### config.mk
export PLATFORM = sky130hd
export DESIGN_NAME = miller_rabin_witness_round
export DESIGN_NICKNAME = d
export VERILOG_FILES = /design/src/hdl/mrw_pkg.sv /design/src/hdl/mrw_mulmod.sv /design/src/hdl/miller_rabin_witness_round.sv
export VERILOG_INCLUDE_DIRS = /design/src /design/src/hdl
export SDC_FILE = /design/constraint.sdc
export NUM_CORES = 1
export LEC_CHECK = 0
export BUFFER_PORTS_ARGS = -buffer_cell sky130_fd_sc_hd__buf_2
export CAP_MARGIN = 20
export CELL_PAD_IN_SITES_DETAIL_PLACEMENT = 1
export CELL_PAD_IN_SITES_GLOBAL_PLACEMENT = 1
export CORE_ASPECT_RATIO = 0.6
export CORE_MARGIN = 3
export CORE_UTILIZATION = 40
export DETAILED_ROUTE_END_ITERATION = 7
export HOLD_SLACK_MARGIN = 0.12
export PLACE_DENSITY_LB_ADDON = 0.1
export SETUP_SLACK_MARGIN = 0.3
export SYNTH_ARGS = -nofsm -noshare
export SYNTH_HDL_FRONTEND = slang
export SYNTH_SLANG_ARGS = --single-unit
### constraint.sdc
create_clock -name clk -period 8.05 [get_ports clk]
set_input_delay 1.2075 -clock clk [delete_from_list [all_inputs] [get_ports clk]]
set_output_delay 1.2075 -clock clk [all_outputs]
set_load 0.01 [all_outputs]
### src/hdl/miller_rabin_witness_round_defines.svh
// Assertion macros for the Miller-Rabin witness round block.
// Included by the top level; needs signals clk and arst_n in scope.
`ifndef MILLER_RABIN_WITNESS_ROUND_DEFINES_SVH
`define MILLER_RABIN_WITNESS_ROUND_DEFINES_SVH

`ifndef NO_ASSERTIONS
`define MRW_ASSERT_IMPL(label, ante, cons) \
	label: assert property (@(posedge clk) disable iff (!arst_n) (ante) |-> (cons)) \
		else $error("%m: same-cycle check failed");
`define MRW_ASSERT_NEXT(label, ante, cons) \
	label: assert property (@(posedge clk) disable iff (!arst_n) (ante) |=> (cons)) \
		else $error("%m: next-cycle check failed");
`else
`define MRW_ASSERT_IMPL(label, ante, cons)
`define MRW_ASSERT_NEXT(label, ante, cons)
`endif

`endif

### src/hdl/mrw_pkg.sv
// Shared types and constants of the Miller-Rabin witness round block.
// Used by mrw_mulmod and miller_rabin_witness_round; no dependencies.
package mrw_pkg;

	localparam int NUM_BITS_DEF = 63;
	localparam int FIELD_W      = 63;
	localparam int EXT_W        = 64;
	localparam int S_TDATA_W    = 128;
	localparam int M_TDATA_W    = 8;

	typedef enum logic [3:0] {
		ST_IDLE,
		ST_SPLIT,
		ST_RED_GO,
		ST_RED_WAIT,
		ST_POW_CHECK,
		ST_ACC_GO,
		ST_ACC_WAIT,
		ST_SQB_GO,
		ST_SQB_WAIT,
		ST_FIN_CHECK,
		ST_SQ_CHECK,
		ST_SQR_GO,
		ST_SQR_WAIT,
		ST_DONE
	} state_t;

	typedef struct packed {
		logic busy;
		logic done;
	} mm_stat_t;

endpackage

### src/hdl/mrw_mulmod.sv
// Bit-serial modular multiplier: r = x * y mod n, one bit of y per cycle.
// Depends on mrw_pkg; requires x < n and n >= 2, y of any value.
module mrw_mulmod #(
	parameter int NUM_BITS = mrw_pkg::NUM_BITS_DEF
) (
	input  logic                clk,
	input  logic                arst_n,
	input  logic                start,
	input  logic [NUM_BITS-1:0] x,
	input  logic [NUM_BITS-1:0] y,
	input  logic [NUM_BITS-1:0] n,
	output mrw_pkg::mm_stat_t   stat,
	output logic [NUM_BITS-1:0] result
);

	localparam int SW = NUM_BITS + 2;
	localparam int CW = $clog2(NUM_BITS + 1);

	logic [NUM_BITS-1:0] r_q;
	logic [NUM_BITS-1:0] x_q;
	logic [NUM_BITS-1:0] y_q;
	logic [CW-1:0]       cnt_q;
	logic                busy_q;
	logic                done_q;

	logic [SW-1:0] sum;
	logic [SW-1:0] n1;
	logic [SW-1:0] n2;
	logic [SW-1:0] red;

	assign n1  = {2'b00, n};
	assign n2  = {1'b0, n, 1'b0};
	assign sum = {1'b0, r_q, 1'b0} + (y_q[NUM_BITS-1] ? {2'b00, x_q} : '0);

	always_comb begin
		if (sum >= n2) begin
			red = sum - n2;
		end else if (sum >= n1) begin
			red = sum - n1;
		end else begin
			red = sum;
		end
	end

	always_ff @(posedge clk or negedge arst_n) begin
		if (!arst_n) begin
			busy_q <= 1'b0;
			done_q <= 1'b0;
			cnt_q  <= '0;
		end else begin
			done_q <= 1'b0;
			if (start) begin
				busy_q <= 1'b1;
				cnt_q  <= CW'(NUM_BITS);
			end else if (busy_q) begin
				cnt_q <= cnt_q - CW'(1);
				if (cnt_q == CW'(1)) begin
					busy_q <= 1'b0;
					done_q <= 1'b1;
				end
			end
		end
	end

	always_ff @(posedge clk) begin
		if (start) begin
			r_q <= '0;
			x_q <= x;
			y_q <= y;
		end else if (busy_q) begin
			r_q <= red[NUM_BITS-1:0];
			y_q <= y_q << 1;
		end
	end

	assign stat.busy = busy_q;
	assign stat.done = done_q;
	assign result    = r_q;

endmodule

### src/hdl/miller_rabin_witness_round.sv
// Miller-Rabin witness round: top level with sequencer and round state.
// Depends on mrw_pkg, mrw_mulmod and miller_rabin_witness_round_defines.svh.
//
// channel  dir  handshake          payload
// s_*      in   s_tvalid/s_tready  tdata: candidate, witness_base
// m_*      out  m_tvalid/m_tready  tdata: probably_prime, too_small
//
// Each item runs the odd-part split, the base reduction, the square-and-multiply
// loop over d and the squaring loop over the trailing zeros of n-1, all on the
// one shared bit-serial multiplier. A new candidate is accepted only in IDLE.
// Candidates below four go straight to DONE. Reset clears the sequencer and
// the output valid. A stalled output holds the finished item in DONE.
`include "miller_rabin_witness_round_defines.svh"

module miller_rabin_witness_round #(
	parameter int NUM_BITS = mrw_pkg::NUM_BITS_DEF
) (
	input  logic                           clk,
	input  logic                           arst_n,
	input  logic                           s_tvalid,
	output logic                           s_tready,
	input  logic [mrw_pkg::S_TDATA_W-1:0]  s_tdata, // candidate[62:0], witness_base[125:63]
	output logic                           m_tvalid,
	input  logic                           m_tready,
	output logic [mrw_pkg::M_TDATA_W-1:0]  m_tdata  // probably_prime[0], too_small[1]
);

	localparam int KW = $clog2(NUM_BITS);

	mrw_pkg::state_t state_q, state_nxt;

	logic [NUM_BITS-1:0] n_q;
	logic [NUM_BITS-1:0] nm1_q;
	logic [NUM_BITS-1:0] a_q;
	logic [NUM_BITS-1:0] e_q;
	logic [NUM_BITS-1:0] acc_q;
	logic [NUM_BITS-1:0] base_q;
	logic [KW-1:0]       k_q;
	logic [KW-1:0]       i_q;
	logic                pass_q;
	logic                small_q;
	logic                out_pass_q;
	logic                out_small_q;
	logic                m_tvalid_q;

	logic [mrw_pkg::EXT_W-1:0] cand_ext;
	logic [mrw_pkg::EXT_W-1:0] wit_ext;
	logic [NUM_BITS-1:0]       n_in;
	logic [NUM_BITS-1:0]       a_in;
	logic                      in_small;
	logic                      accept;
	logic                      out_load;

	logic                mm_start;
	logic [NUM_BITS-1:0] mm_x;
	logic [NUM_BITS-1:0] mm_y;
	mrw_pkg::mm_stat_t   mm_stat;
	logic [NUM_BITS-1:0] mm_result;

	assign cand_ext = {{(mrw_pkg::EXT_W - mrw_pkg::FIELD_W){1'b0}},
		s_tdata[mrw_pkg::FIELD_W-1:0]};
	assign wit_ext  = {{(mrw_pkg::EXT_W - mrw_pkg::FIELD_W){1'b0}},
		s_tdata[2*mrw_pkg::FIELD_W-1:mrw_pkg::FIELD_W]};
	assign n_in     = cand_ext[NUM_BITS-1:0];
	assign a_in     = wit_ext[NUM_BITS-1:0];
	assign in_small = (n_in < NUM_BITS'(4));
	assign accept   = s_tvalid && s_tready;
	assign out_load = (state_q == mrw_pkg::ST_DONE) && (!m_tvalid_q || m_tready);

	mrw_mulmod #(
		.NUM_BITS(NUM_BITS)
	) u_mulmod (
		.clk   (clk),
		.arst_n(arst_n),
		.start (mm_start),
		.x     (mm_x),
		.y     (mm_y),
		.n     (n_q),
		.stat  (mm_stat),
		.result(mm_result)
	);

	always_comb begin
		state_nxt = state_q;
		unique case (state_q)
			mrw_pkg::ST_IDLE: begin
				if (accept) begin
					state_nxt = in_small ? mrw_pkg::ST_DONE : mrw_pkg::ST_SPLIT;
				end
			end
			mrw_pkg::ST_SPLIT: begin
				if (e_q[0]) begin
					state_nxt = mrw_pkg::ST_RED_GO;
				end
			end
			mrw_pkg::ST_RED_GO:   state_nxt = mrw_pkg::ST_RED_WAIT;
			mrw_pkg::ST_RED_WAIT: begin
				if (mm_stat.done) begin
					state_nxt = mrw_pkg::ST_POW_CHECK;
				end
			end
			mrw_pkg::ST_POW_CHECK: begin
				if (e_q == '0) begin
					state_nxt = mrw_pkg::ST_FIN_CHECK;
				end else if (e_q[0]) begin
					state_nxt = mrw_pkg::ST_ACC_GO;
				end else begin
					state_nxt = mrw_pkg::ST_SQB_GO;
				end
			end
			mrw_pkg::ST_ACC_GO:   state_nxt = mrw_pkg::ST_ACC_WAIT;
			mrw_pkg::ST_ACC_WAIT: begin
				if (mm_stat.done) begin
					state_nxt = mrw_pkg::ST_SQB_GO;
				end
			end
			mrw_pkg::ST_SQB_GO:   state_nxt = mrw_pkg::ST_SQB_WAIT;
			mrw_pkg::ST_SQB_WAIT: begin
				if (mm_stat.done) begin
					state_nxt = mrw_pkg::ST_POW_CHECK;
				end
			end
			mrw_pkg::ST_FIN_CHECK: begin
				state_nxt = (acc_q == NUM_BITS'(1)) ? mrw_pkg::ST_DONE : mrw_pkg::ST_SQ_CHECK;
			end
			mrw_pkg::ST_SQ_CHECK: begin
				if (acc_q == nm1_q || i_q == k_q) begin
					state_nxt = mrw_pkg::ST_DONE;
				end else begin
					state_nxt = mrw_pkg::ST_SQR_GO;
				end
			end
			mrw_pkg::ST_SQR_GO:   state_nxt = mrw_pkg::ST_SQR_WAIT;
			mrw_pkg::ST_SQR_WAIT: begin
				if (mm_stat.done) begin
					state_nxt = mrw_pkg::ST_SQ_CHECK;
				end
			end
			mrw_pkg::ST_DONE: begin
				if (out_load) begin
					state_nxt = mrw_pkg::ST_IDLE;
				end
			end
			default: state_nxt = mrw_pkg::ST_IDLE;
		endcase
	end

	always_comb begin
		s_tready = 1'b0;
		mm_start = 1'b0;
		mm_x     = '0;
		mm_y     = '0;
		unique case (state_q)
			mrw_pkg::ST_IDLE: s_tready = 1'b1;
			mrw_pkg::ST_RED_GO: begin
				mm_start = 1'b1;
				mm_x     = NUM_BITS'(1);
				mm_y     = a_q;
			end
			mrw_pkg::ST_ACC_GO: begin
				mm_start = 1'b1;
				mm_x     = acc_q;
				mm_y     = base_q;
			end
			mrw_pkg::ST_SQB_GO: begin
				mm_start = 1'b1;
				mm_x     = base_q;
				mm_y     = base_q;
			end
			mrw_pkg::ST_SQR_GO: begin
				mm_start = 1'b1;
				mm_x     = acc_q;
				mm_y     = acc_q;
			end
			default: begin
				s_tready = 1'b0;
			end
		endcase
	end

	always_ff @(posedge clk or negedge arst_n) begin
		if (!arst_n) begin
			state_q    <= mrw_pkg::ST_IDLE;
			m_tvalid_q <= 1'b0;
		end else begin
			state_q <= state_nxt;
			if (out_load) begin
				m_tvalid_q <= 1'b1;
			end else if (m_tready) begin
				m_tvalid_q <= 1'b0;
			end
		end
	end

	always_ff @(posedge clk) begin
		if (out_load) begin
			out_pass_q  <= pass_q;
			out_small_q <= small_q;
		end
		unique case (state_q)
			mrw_pkg::ST_IDLE: begin
				if (accept) begin
					n_q     <= n_in;
					nm1_q   <= n_in - NUM_BITS'(1);
					e_q     <= n_in - NUM_BITS'(1);
					a_q     <= a_in;
					acc_q   <= NUM_BITS'(1);
					k_q     <= '0;
					i_q     <= '0;
					pass_q  <= 1'b0;
					small_q <= in_small;
				end
			end
			mrw_pkg::ST_SPLIT: begin
				if (!e_q[0]) begin
					e_q <= e_q >> 1;
					k_q <= k_q + KW'(1);
				end
			end
			mrw_pkg::ST_RED_WAIT: begin
				if (mm_stat.done) begin
					base_q <= mm_result;
				end
			end
			mrw_pkg::ST_ACC_WAIT: begin
				if (mm_stat.done) begin
					acc_q <= mm_result;
				end
			end
			mrw_pkg::ST_SQB_WAIT: begin
				if (mm_stat.done) begin
					base_q <= mm_result;
					e_q    <= e_q >> 1;
				end
			end
			mrw_pkg::ST_FIN_CHECK: begin
				if (acc_q == NUM_BITS'(1)) begin
					pass_q <= 1'b1;
				end
			end
			mrw_pkg::ST_SQ_CHECK: begin
				if (i_q != k_q) begin
					if (acc_q == nm1_q) begin
						pass_q <= 1'b1;
					end else begin
						i_q <= i_q + KW'(1);
					end
				end
			end
			mrw_pkg::ST_SQR_WAIT: begin
				if (mm_stat.done) begin
					acc_q <= mm_result;
				end
			end
			default: begin
				pass_q <= pass_q;
			end
		endcase
	end

	assign m_tvalid = m_tvalid_q;
	assign m_tdata  = {{(mrw_pkg::M_TDATA_W - 2){1'b0}}, out_small_q, out_pass_q};

	`MRW_ASSERT_IMPL(a_busy_not_ready, mm_stat.busy, !s_tready)
	`MRW_ASSERT_IMPL(a_start_when_free, mm_start, !mm_stat.busy)
	`MRW_ASSERT_IMPL(a_small_fails, m_tvalid && m_tdata[1], !m_tdata[0])
	`MRW_ASSERT_NEXT(a_accept_leaves_idle, accept, state_q != mrw_pkg::ST_IDLE)

endmodule
==> results of run 1 <==
-- sequential cells by signal, indices dropped and copies added (netlist names), 4 cells and up --
register,flops
u_mulmod.y_q,63
acc_q,63
u_mulmod.result,63
n_q,63
state_q,4
a_q,63
base_q,63
u_mulmod.cnt_q,6
e_q,63
k_q,6
i_q,6
u_mulmod.x_q,63
nm1_q,63
-- final cells by class --
cell class | count | area [um2] | share of cell area [%]
well taps | 1218 | 1520 | 3.70
flip-flops and latches | 596 | 17200 | 41.8
multi-input cells | 2857 | 18700 | 45.3
repair buffers | 218 | 1390 | 3.38
clock buffers | 68 | 1540 | 3.74
inverters | 131 | 504 | 1.22
clock inverters | 40 | 378 | 0.917
diodes | 1 | 2.50 | 0.00607
-- layer usage --
layer  track usage [%]  vias to the layer above
li1                  -                    14100
met1              53.1                    15300
met2              32.9                     1432
met3              9.03                      127
met4              5.08                        0
met5                 0                        -
-- synthesized netlist by cell type, types with 6 or more instances --
cell type,n,area (um2)
sky130_fd_sc_hd__nor4_1,68,425
sky130_fd_sc_hd__o31ai_1,12,90.1
sky130_fd_sc_hd__ha_1,193,2410
sky130_fd_sc_hd__clkbuf_1,172,646
sky130_fd_sc_hd__a222oi_1,31,310
sky130_fd_sc_hd__nor3_1,55,275
sky130_fd_sc_hd__o21bai_1,37,278
sky130_fd_sc_hd__nand3_1,38,190
sky130_fd_sc_hd__dfxtp_1,63,1260
sky130_fd_sc_hd__edfxtp_1,520,15600
sky130_fd_sc_hd__and3_1,21,131
sky130_fd_sc_hd__nand4_1,68,425
sky130_fd_sc_hd__a22o_1,63,552
sky130_fd_sc_hd__a21oi_1,281,1410
sky130_fd_sc_hd__nor2b_1,36,225
sky130_fd_sc_hd__o21a_1,24,180
sky130_fd_sc_hd__nand2b_1,80,500
sky130_fd_sc_hd__o211ai_1,13,97.6
sky130_fd_sc_hd__a21o_1,93,698
sky130_fd_sc_hd__and2_1,139,870
sky130_fd_sc_hd__dfrtp_1,13,325
sky130_fd_sc_hd__a211oi_1,26,195
sky130_fd_sc_hd__or3_1,7,43.8
sky130_fd_sc_hd__buf_4,9,67.6
sky130_fd_sc_hd__nand3b_1,10,75.1
sky130_fd_sc_hd__o22ai_1,7,43.8
sky130_fd_sc_hd__o221ai_1,11,96.3
sky130_fd_sc_hd__inv_1,130,488
sky130_fd_sc_hd__and4_1,8,70.1
sky130_fd_sc_hd__a311oi_1,6,52.6
sky130_fd_sc_hd__o21ai_1,6,30.0
sky130_fd_sc_hd__o21ai_0,209,1050
sky130_fd_sc_hd__a221oi_1,14,123
sky130_fd_sc_hd__nor2_1,228,856
sky130_fd_sc_hd__buf_2,6,30.0
sky130_fd_sc_hd__nand2_1,484,1820
sky130_fd_sc_hd__or2_2,10,62.6
sky130_fd_sc_hd__a22oi_1,53,398
sky130_fd_sc_hd__xor2_1,177,1550
sky130_fd_sc_hd__or4_1,10,75.1
sky130_fd_sc_hd__xnor2_1,140,1230
sky130_fd_sc_hd__a31oi_1,65,407
sky130_fd_sc_hd__mux2i_1,36,360
-- what timing repair did --
item	CTS	global route
setup endpoints to repair	17	55
pin swaps	0	2
cloned	0	1
resized for setup	1	11
setup buffers	3	3
-- stage by stage --
step	instance area [um2]	hold slack [ps]	instances
floorplan	37000	400	3777
global placement	39100	404	5013
detailed placement	39100	407	5013
CTS	41100	422	5124
global route	41200	429	5128
finish	41200	423	5129
-- path summary, 6_finish.rpt --
path / slack (ps) / depth (start not counted) / to
worst max-delay path: 540 / 26 / u_mulmod.result[33]$_SDFFE_PN0P_
worst min-delay path: 420 / 0 / out_small_q$_DFFE_PP_
worst max register to register: 540 / 26 / u_mulmod.result[33]$_SDFFE_PN0P_
worst min register to register: 420 / 0 / out_small_q$_DFFE_PP_
max in group asynchronous: 7230 / 1 / u_mulmod.busy_q$_DFF_PN0_
min in group asynchronous: 480 / 1 / u_mulmod.cnt_q[4]$_DFFE_PN0P_
-- cells by family (layout without fill, tap and decap cells) --
kind of cell	count (synthesis)	after routing	share of synthesized area [%]
compound gates	1007	1007	17.6
flops	596	596	46.5
fa+ha+maj	196	196	6.69
mux	38	38	1.04
buf+inv	324	457	3.43
other cells	1	7	0.0101
xor+xnor	317	317	7.51
simple gates	1293	1293	17.2
==> results_tabular.tex, run 1 <==
\begin{tabular}{lr}
\hline
Metric & Value \\
\hline
\multicolumn{2}{l}{\textbf{Status}} \\
Status & complete, no violations \\
\multicolumn{2}{l}{\textbf{Timing}} \\
Crit share post-route & 93.3\% \\
RSZ-0062 raised after global routing & false \\
F\_max & 133 MHz \\
Total Negative Setup Slacks & 0 ps \\
Final critical-path required period & 7510 ps \\
Setup slack of the critical path after layout & between 500 and 600 ps \\
Final count of hold timing violations & 0 \\
Actual slew at the worst max-slew pin & approximately 1200 ps \\
Normalized max-slew margin & between 20 and 25\% \\
Post-route clock skew & 48.6 ps \\
Slew Viols, Final & 0 \\
Final setup fails & 0 \\
\multicolumn{2}{l}{\textbf{Global routing}} \\
Wire length of the first global-routing pass & $\sim$210000 um \\
Via count of the first global-routing pass & 29200 \\
Tot GR Track Use & 29.9\% \\
Pin count of the biggest net entering global routing & about 130 \\
Total gr overflow & 0 \\
Initial antenna violation count & 4 \\
\multicolumn{2}{l}{\textbf{Setup path}} \\
Critical path's top delay family & compound AO/OA/AOI/OAI gates \\
Highest-delay cell along the critical path & sky130\_fd\_sc\_hd\_\_o41a\_1 \\
Worst Setup Path Type & reg -> reg \\
Data arrival time of the worst path & 8120 ps \\
Critical path launch point & u\_mulmod.y\_q[62]\$\_DFFE\_PP\_ \\
Worst-path fanout max & 39 \\
Sort of element at the start of the critical path & register \\
Data required, critical path & approximately 8700 ps \\
Reg2Reg Launch Point & u\_mulmod.y\_q[62]\$\_DFFE\_PP\_ \\
Critical Path Max Stage Delay & 470 ps \\
Buffers and inverters on the worst path & 4 \\
Kind of end point of the critical path & register \\
\multicolumn{2}{l}{\textbf{Layout}} \\
Fill cell instance count of the final layout & 10200 \\
Top library cells by usage in the layout, fill and taps aside & sky130\_fd\_sc\_hd\_\_edfxtp\_1, sky130\_fd\_sc\_hd\_\_nand2\_1, sky130\_fd\_sc\_hd\_\_a21oi\_1, sky130\_fd\_sc\_hd\_\_nor2\_1, sky130\_fd\_sc\_hd\_\_o21ai\_0 \\
Share of the core filled with cells & 45.5\% \\
Most common cell after layout, fill and taps aside & sky130\_fd\_sc\_hd\_\_edfxtp\_1 \\
Fraction of layout instances using a drive strength above 1 & a little under a tenth \\
Synth-to-layout area growth & 11.4\% \\
Final Net Count & 4191 \\
\multicolumn{2}{l}{\textbf{Logic synthesis}} \\
Count of flip-flops with a built-in enable after synthesis & 520 \\
Share of flip-flops with an asynchronous set or reset & 2.18\% \\
Average size of a mapped cell & 9.80 um2 \\
Most used DFF post-synth & sky130\_fd\_sc\_hd\_\_edfxtp\_1 \\
Number of distinct library cells after synthesis & 91 \\
Gate Count Post-Synth & 3772 \\
Sequential share of the synthesized area & 46.5\% \\
Flip-flop and latch count after synthesis & $\sim$600 \\
Synthesis warning total & 0 \\
Post-synthesis cell area & 37000 um2 \\
\multicolumn{2}{l}{\textbf{Clocking}} \\
Sinks on Clock Net & approximately 600 \\
Number of buffers created by CTS & slightly below 60 \\
Clock transition time at the flip-flop clock pins of the worst setup and hold paths & about 70 ps \\
CTS H-tree lvls & 2 \\
Cts-stage hold buffer count & 0 \\
CTS tree & yes \\
Clock latency at the later pin of the worst-skew pair & 670 ps \\
CTS root buf & sky130\_fd\_sc\_hd\_\_clkbuf\_16 \\
Maximum clock path buffer count & 3 \\
\multicolumn{2}{l}{\textbf{Placement}} \\
RD Place Congestion & 1.00 \\
Count of port buffers added during placement & 133 \\
Dpl ws & approximately 260 ps \\
Placed wire-length estimate after detailed placement & 117000 um \\
\multicolumn{2}{l}{\textbf{Route}} \\
Final WL & 147000 um \\
Antenna-violating nets left & 0 \\
Via density & 6.03 \\
Wire length per cell & 28.7 um \\
Routed length on met3 & 19100 um \\
First-pass iteration count of the detailed router & 7 \\
Routed length on met1 & $\sim$78000 um \\
Total via count in the routed design & 30900 \\
Routed met2 length & $\sim$48000 um \\
Top metal layer carrying routed signals & met4 \\
DRC violations left & 0 \\
First DRT Iteration DRCs & 3742 \\
\multicolumn{2}{l}{\textbf{Die}} \\
Starting density of the core & 40.8\% \\
Overall die height & $\sim$240 um \\
Number of placement rows & 85 \\
Width of the die & 399 um \\
Floorplan die area & 96300 um2 \\
Floorplan core area & 90600 um2 \\
Number of top-level pins & about 140 \\
\multicolumn{2}{l}{\textbf{Min path}} \\
Worst hold path class & reg -> reg \\
Launch point of the worst hold path & small\_q\$\_DFFE\_PP\_ \\
\multicolumn{2}{l}{\textbf{Job}} \\
Max-Cap Viols & 0 \\
\hline
\end{tabular}
Power of run 1 is left out: the tool's default activity adds up to more than one toggle a clock period on the data nets, which glitch-free logic cannot reach.
==> run 2, diff against run 1 <==
==> constraint.sdc (replaced) <==
create_clock -name clk -period 8.05 [get_ports clk]
set_input_delay 0.4025 -clock clk [delete_from_list [all_inputs] [get_ports clk]]
set_output_delay 0.4025 -clock clk [all_outputs]
set_load 0.01 [all_outputs]
==> results_tabular.tex, run 2 (synthesis gave the netlist of run 1 again) <==
\begin{tabular}{lr}
\hline
Metric & Value \\
\hline
\multicolumn{2}{l}{\textbf{Status}} \\
Status & complete, no violations \\
\multicolumn{2}{l}{\textbf{Timing}} \\
Post-route clock skew & 55.7 ps (+7.10 ps) \\
Final count of hold timing violations & 0 (unchanged) \\
Actual slew at the worst max-slew pin & 1130 ps (-25.4 ps) \\
Slew Viols, Final & 0 (unchanged) \\
Normalized max-slew margin & 24.3\% (+2.1 points) \\
RSZ-0062 raised after global routing & false \\
Final setup fails & 0 (unchanged) \\
F\_max & 134 MHz (+0.60\%) \\
Crit share post-route & 92.8\% (-0.56 points) \\
Final critical-path required period & 7470 ps (-44.8 ps) \\
Total Negative Setup Slacks & 0 ps (unchanged) \\
\multicolumn{2}{l}{\textbf{Placement}} \\
RD Place Congestion & 0.970 (-3.1\%) \\
Count of port buffers added during placement & 133 (unchanged) \\
Placed wire-length estimate after detailed placement & 118000 um (+0.67\%) \\
Placed cell areas & 39100 um2 (-0.12\%) \\
\multicolumn{2}{l}{\textbf{Clocking}} \\
CTS root buf & sky130\_fd\_sc\_hd\_\_clkbuf\_16 \\
CTS tree & yes \\
Sinks on Clock Net & 596 (unchanged) \\
Clock transition time at the flip-flop clock pins of the worst setup and hold paths & 70 ps (about the same) \\
CTS H-tree lvls & 2 (unchanged) \\
Number of buffers created by CTS & 60 (+1.7\%) \\
Clock latency at the later pin of the worst-skew pair & 680 ps (about the same) \\
Maximum clock path buffer count & 3 (unchanged) \\
\multicolumn{2}{l}{\textbf{Setup path}} \\
Kind of end point of the critical path & register \\
Reg2Reg Launch Point & u\_mulmod.y\_q[62]\$\_DFFE\_PP\_ \\
Critical Path Max Stage Delay & 640 ps (+170 ps) \\
Endpoint of the worst-slack reg-to-reg timing path & u\_mulmod.result[56]\$\_SDFFE\_PN0P\_ \\
Total stage count of the critical path & 28 (+7.7\%) \\
Most common cell type on the critical path & sky130\_fd\_sc\_hd\_\_buf\_4 \\
Highest-delay cell along the critical path & sky130\_fd\_sc\_hd\_\_or4b\_2 \\
Reg2reg setup slack & 580 ps (+40 ps) \\
Count of cells along the worst register-to-register path & 28 (+7.7\%) \\
Data arrival time of the worst path & 8000 ps (-120 ps) \\
Worst-path fanout max & 13 (-67\%) \\
Data required, critical path & 8590 ps (-70 ps) \\
Sort of element at the start of the critical path & register \\
Critical path's top delay family & compound AO/OA/AOI/OAI gates \\
Buffers and inverters on the worst path & 4 (unchanged) \\
Worst Setup Path Type & reg -> reg \\
\multicolumn{2}{l}{\textbf{Die}} \\
Number of placement rows & 85 (unchanged) \\
Floorplan core area & 90600 um2 (unchanged) \\
Width of the die & 399 um (unchanged) \\
Overall die height & 242 um (unchanged) \\
Floorplan die area & 96300 um2 (unchanged) \\
Number of top-level pins & 142 (unchanged) \\
Starting density of the core & 40.8\% (unchanged) \\
\multicolumn{2}{l}{\textbf{Route}} \\
Routed length on met3 & 18200 um (-4.8\%) \\
Top metal layer carrying routed signals & met4 \\
Total via count in the routed design & 31300 (+1.2\%) \\
Wire length per cell & 28.5 um (-0.76\%) \\
Via density & 5.95 (-1.2\%) \\
DRC violations left & 0 (unchanged) \\
Final WL & 150000 um (+1.6\%) \\
First DRT Iteration DRCs & 3738 (-0.11\%) \\
Routed length on met1 & 80500 um (+3.5\%) \\
First-pass iteration count of the detailed router & 8 (+1) \\
Antenna-violating nets left & 0 (unchanged) \\
Routed met2 length & 49100 um (+2.4\%) \\
\multicolumn{2}{l}{\textbf{Layout}} \\
Most common cell after layout, fill and taps aside & sky130\_fd\_sc\_hd\_\_edfxtp\_1 \\
FF/Latch Area & 17200 um2 (unchanged) \\
Synth-to-layout area growth & 15.1\% \\
Top library cells by usage in the layout, fill and taps aside & sky130\_fd\_sc\_hd\_\_edfxtp\_1, sky130\_fd\_sc\_hd\_\_nand2\_1, sky130\_fd\_sc\_hd\_\_a21oi\_1, sky130\_fd\_sc\_hd\_\_nor2\_1, sky130\_fd\_sc\_hd\_\_o21ai\_0 \\
Final Net Count & 4309 (+2.8\%) \\
Finished Cell Area & 42600 um2 (+3.3\%) \\
Total area of multi-input combinational cells & 18600 um2 (-0.23\%) \\
Fill cell instance count of the final layout & 10100 (-0.84\%) \\
Fraction of layout instances using a drive strength above 1 & 8.90\% (-0.64 points) \\
\multicolumn{2}{l}{\textbf{Global routing}} \\
Pin count of the biggest net entering global routing & 133 (+0.76\%) \\
Tot GR Track Use & 30.3\% (+0.43 points) \\
Initial antenna violation count & 2 (-2) \\
Via count of the first global-routing pass & 29300 (+0.26\%) \\
Wire length of the first global-routing pass & 214000 um (+1.2\%) \\
Total gr overflow & 0 (unchanged) \\
\multicolumn{2}{l}{\textbf{Min path}} \\
Worst hold path class & in -> async \\
\multicolumn{2}{l}{\textbf{Job}} \\
Max-Cap Viols & 0 (unchanged) \\
\hline
\end{tabular}
-- run 2: cell count changes in the layout (fill, tap and decap cells not counted), moves of 3 or more --
| cell | delta |
|---|---|
| sky130_fd_sc_hd__xnor2_2 | -3 |
| sky130_fd_sc_hd__inv_8 | +3 |
| sky130_fd_sc_hd__buf_4 | -8 |
| sky130_fd_sc_hd__dlygate4sd3_1 | +128 |
| sky130_fd_sc_hd__bufinv_16 | +6 |
| sky130_fd_sc_hd__clkinv_2 | -6 |
| sky130_fd_sc_hd__clkbuf_1 | +4 |
| sky130_fd_sc_hd__xnor2_1 | +3 |
-- run 2: metrics by stage --
stage               worst slack, ps  instances  hold slack [ps]  utilization [%]
finish                          581       5252              350             47.0
global route                    298       5250              348             47.0
CTS                             621       5248              336             46.9
detailed placement              629       5007              370             43.1
global placement                755       5007              367             43.1
floorplan                      1460       3777              107                -
-- run 2: final cells by class --
| cell class | instances | share of cell area, % |
|---|---|---|
| flip-flops and latches | 596 | 40.4 |
| clock buffers | 72 | 3.71 |
| inverters | 131 | 1.18 |
| clock inverters | 41 | 1.35 |
| repair buffers | 335 | 6.04 |
| diodes | 2 | 0.0118 |
| well taps | 1218 | 3.58 |
| multi-input cells | 2857 | 43.7 |
-- run 2: worst max path at each step --
| stage | start | endpoint | slack, ps |
|---|---|---|---|
| after global routing | u_mulmod.y_q[62]$_DFFE_PP_ | u_mulmod.result[56]$_SDFFE_PN0P_ | 300 |
| after floorplan | u_mulmod.y_q[62]$_DFFE_PP_ | u_mulmod.result[32]$_SDFFE_PN0P_ | 1460 |
| final | u_mulmod.y_q[62]$_DFFE_PP_ | u_mulmod.result[56]$_SDFFE_PN0P_ | 580 |
| after CTS | u_mulmod.y_q[62]$_DFFE_PP_ | u_mulmod.result[56]$_SDFFE_PN0P_ | 620 |
| after detailed placement | u_mulmod.y_q[62]$_DFFE_PP_ | u_mulmod.result[4]$_SDFFE_PN0P_ | 630 |
| after global placement | u_mulmod.y_q[62]$_DFFE_PP_ | u_mulmod.result[4]$_SDFFE_PN0P_ | 760 |
-- run 2: what timing repair did --
action	CTS	global route
endpoints found under the hold margin	145	0
endpoints found under the setup margin	0	38
resized for setup	0	3
buffers inserted	0	1
hold buffers	128	0
-- run 2: worst reg2reg max path: cells and delay by family (launching register included) --
family	cells	cell delay, ps
fa+ha+maj	3	1170
compound gates	11	2520
xor+xnor	1	230
simple gates	9	2180
flops	1	360
buf+inv	4	870
-- run 2: metal layers --
metal	global-route usage (%)	vias to the layer above
met2	33.4	1327
met5	0	-
met3	9.36	94
met4	4.05	0
li1	-	14300
met1	54.2	15500
Power of run 2 is left out for the same reason.
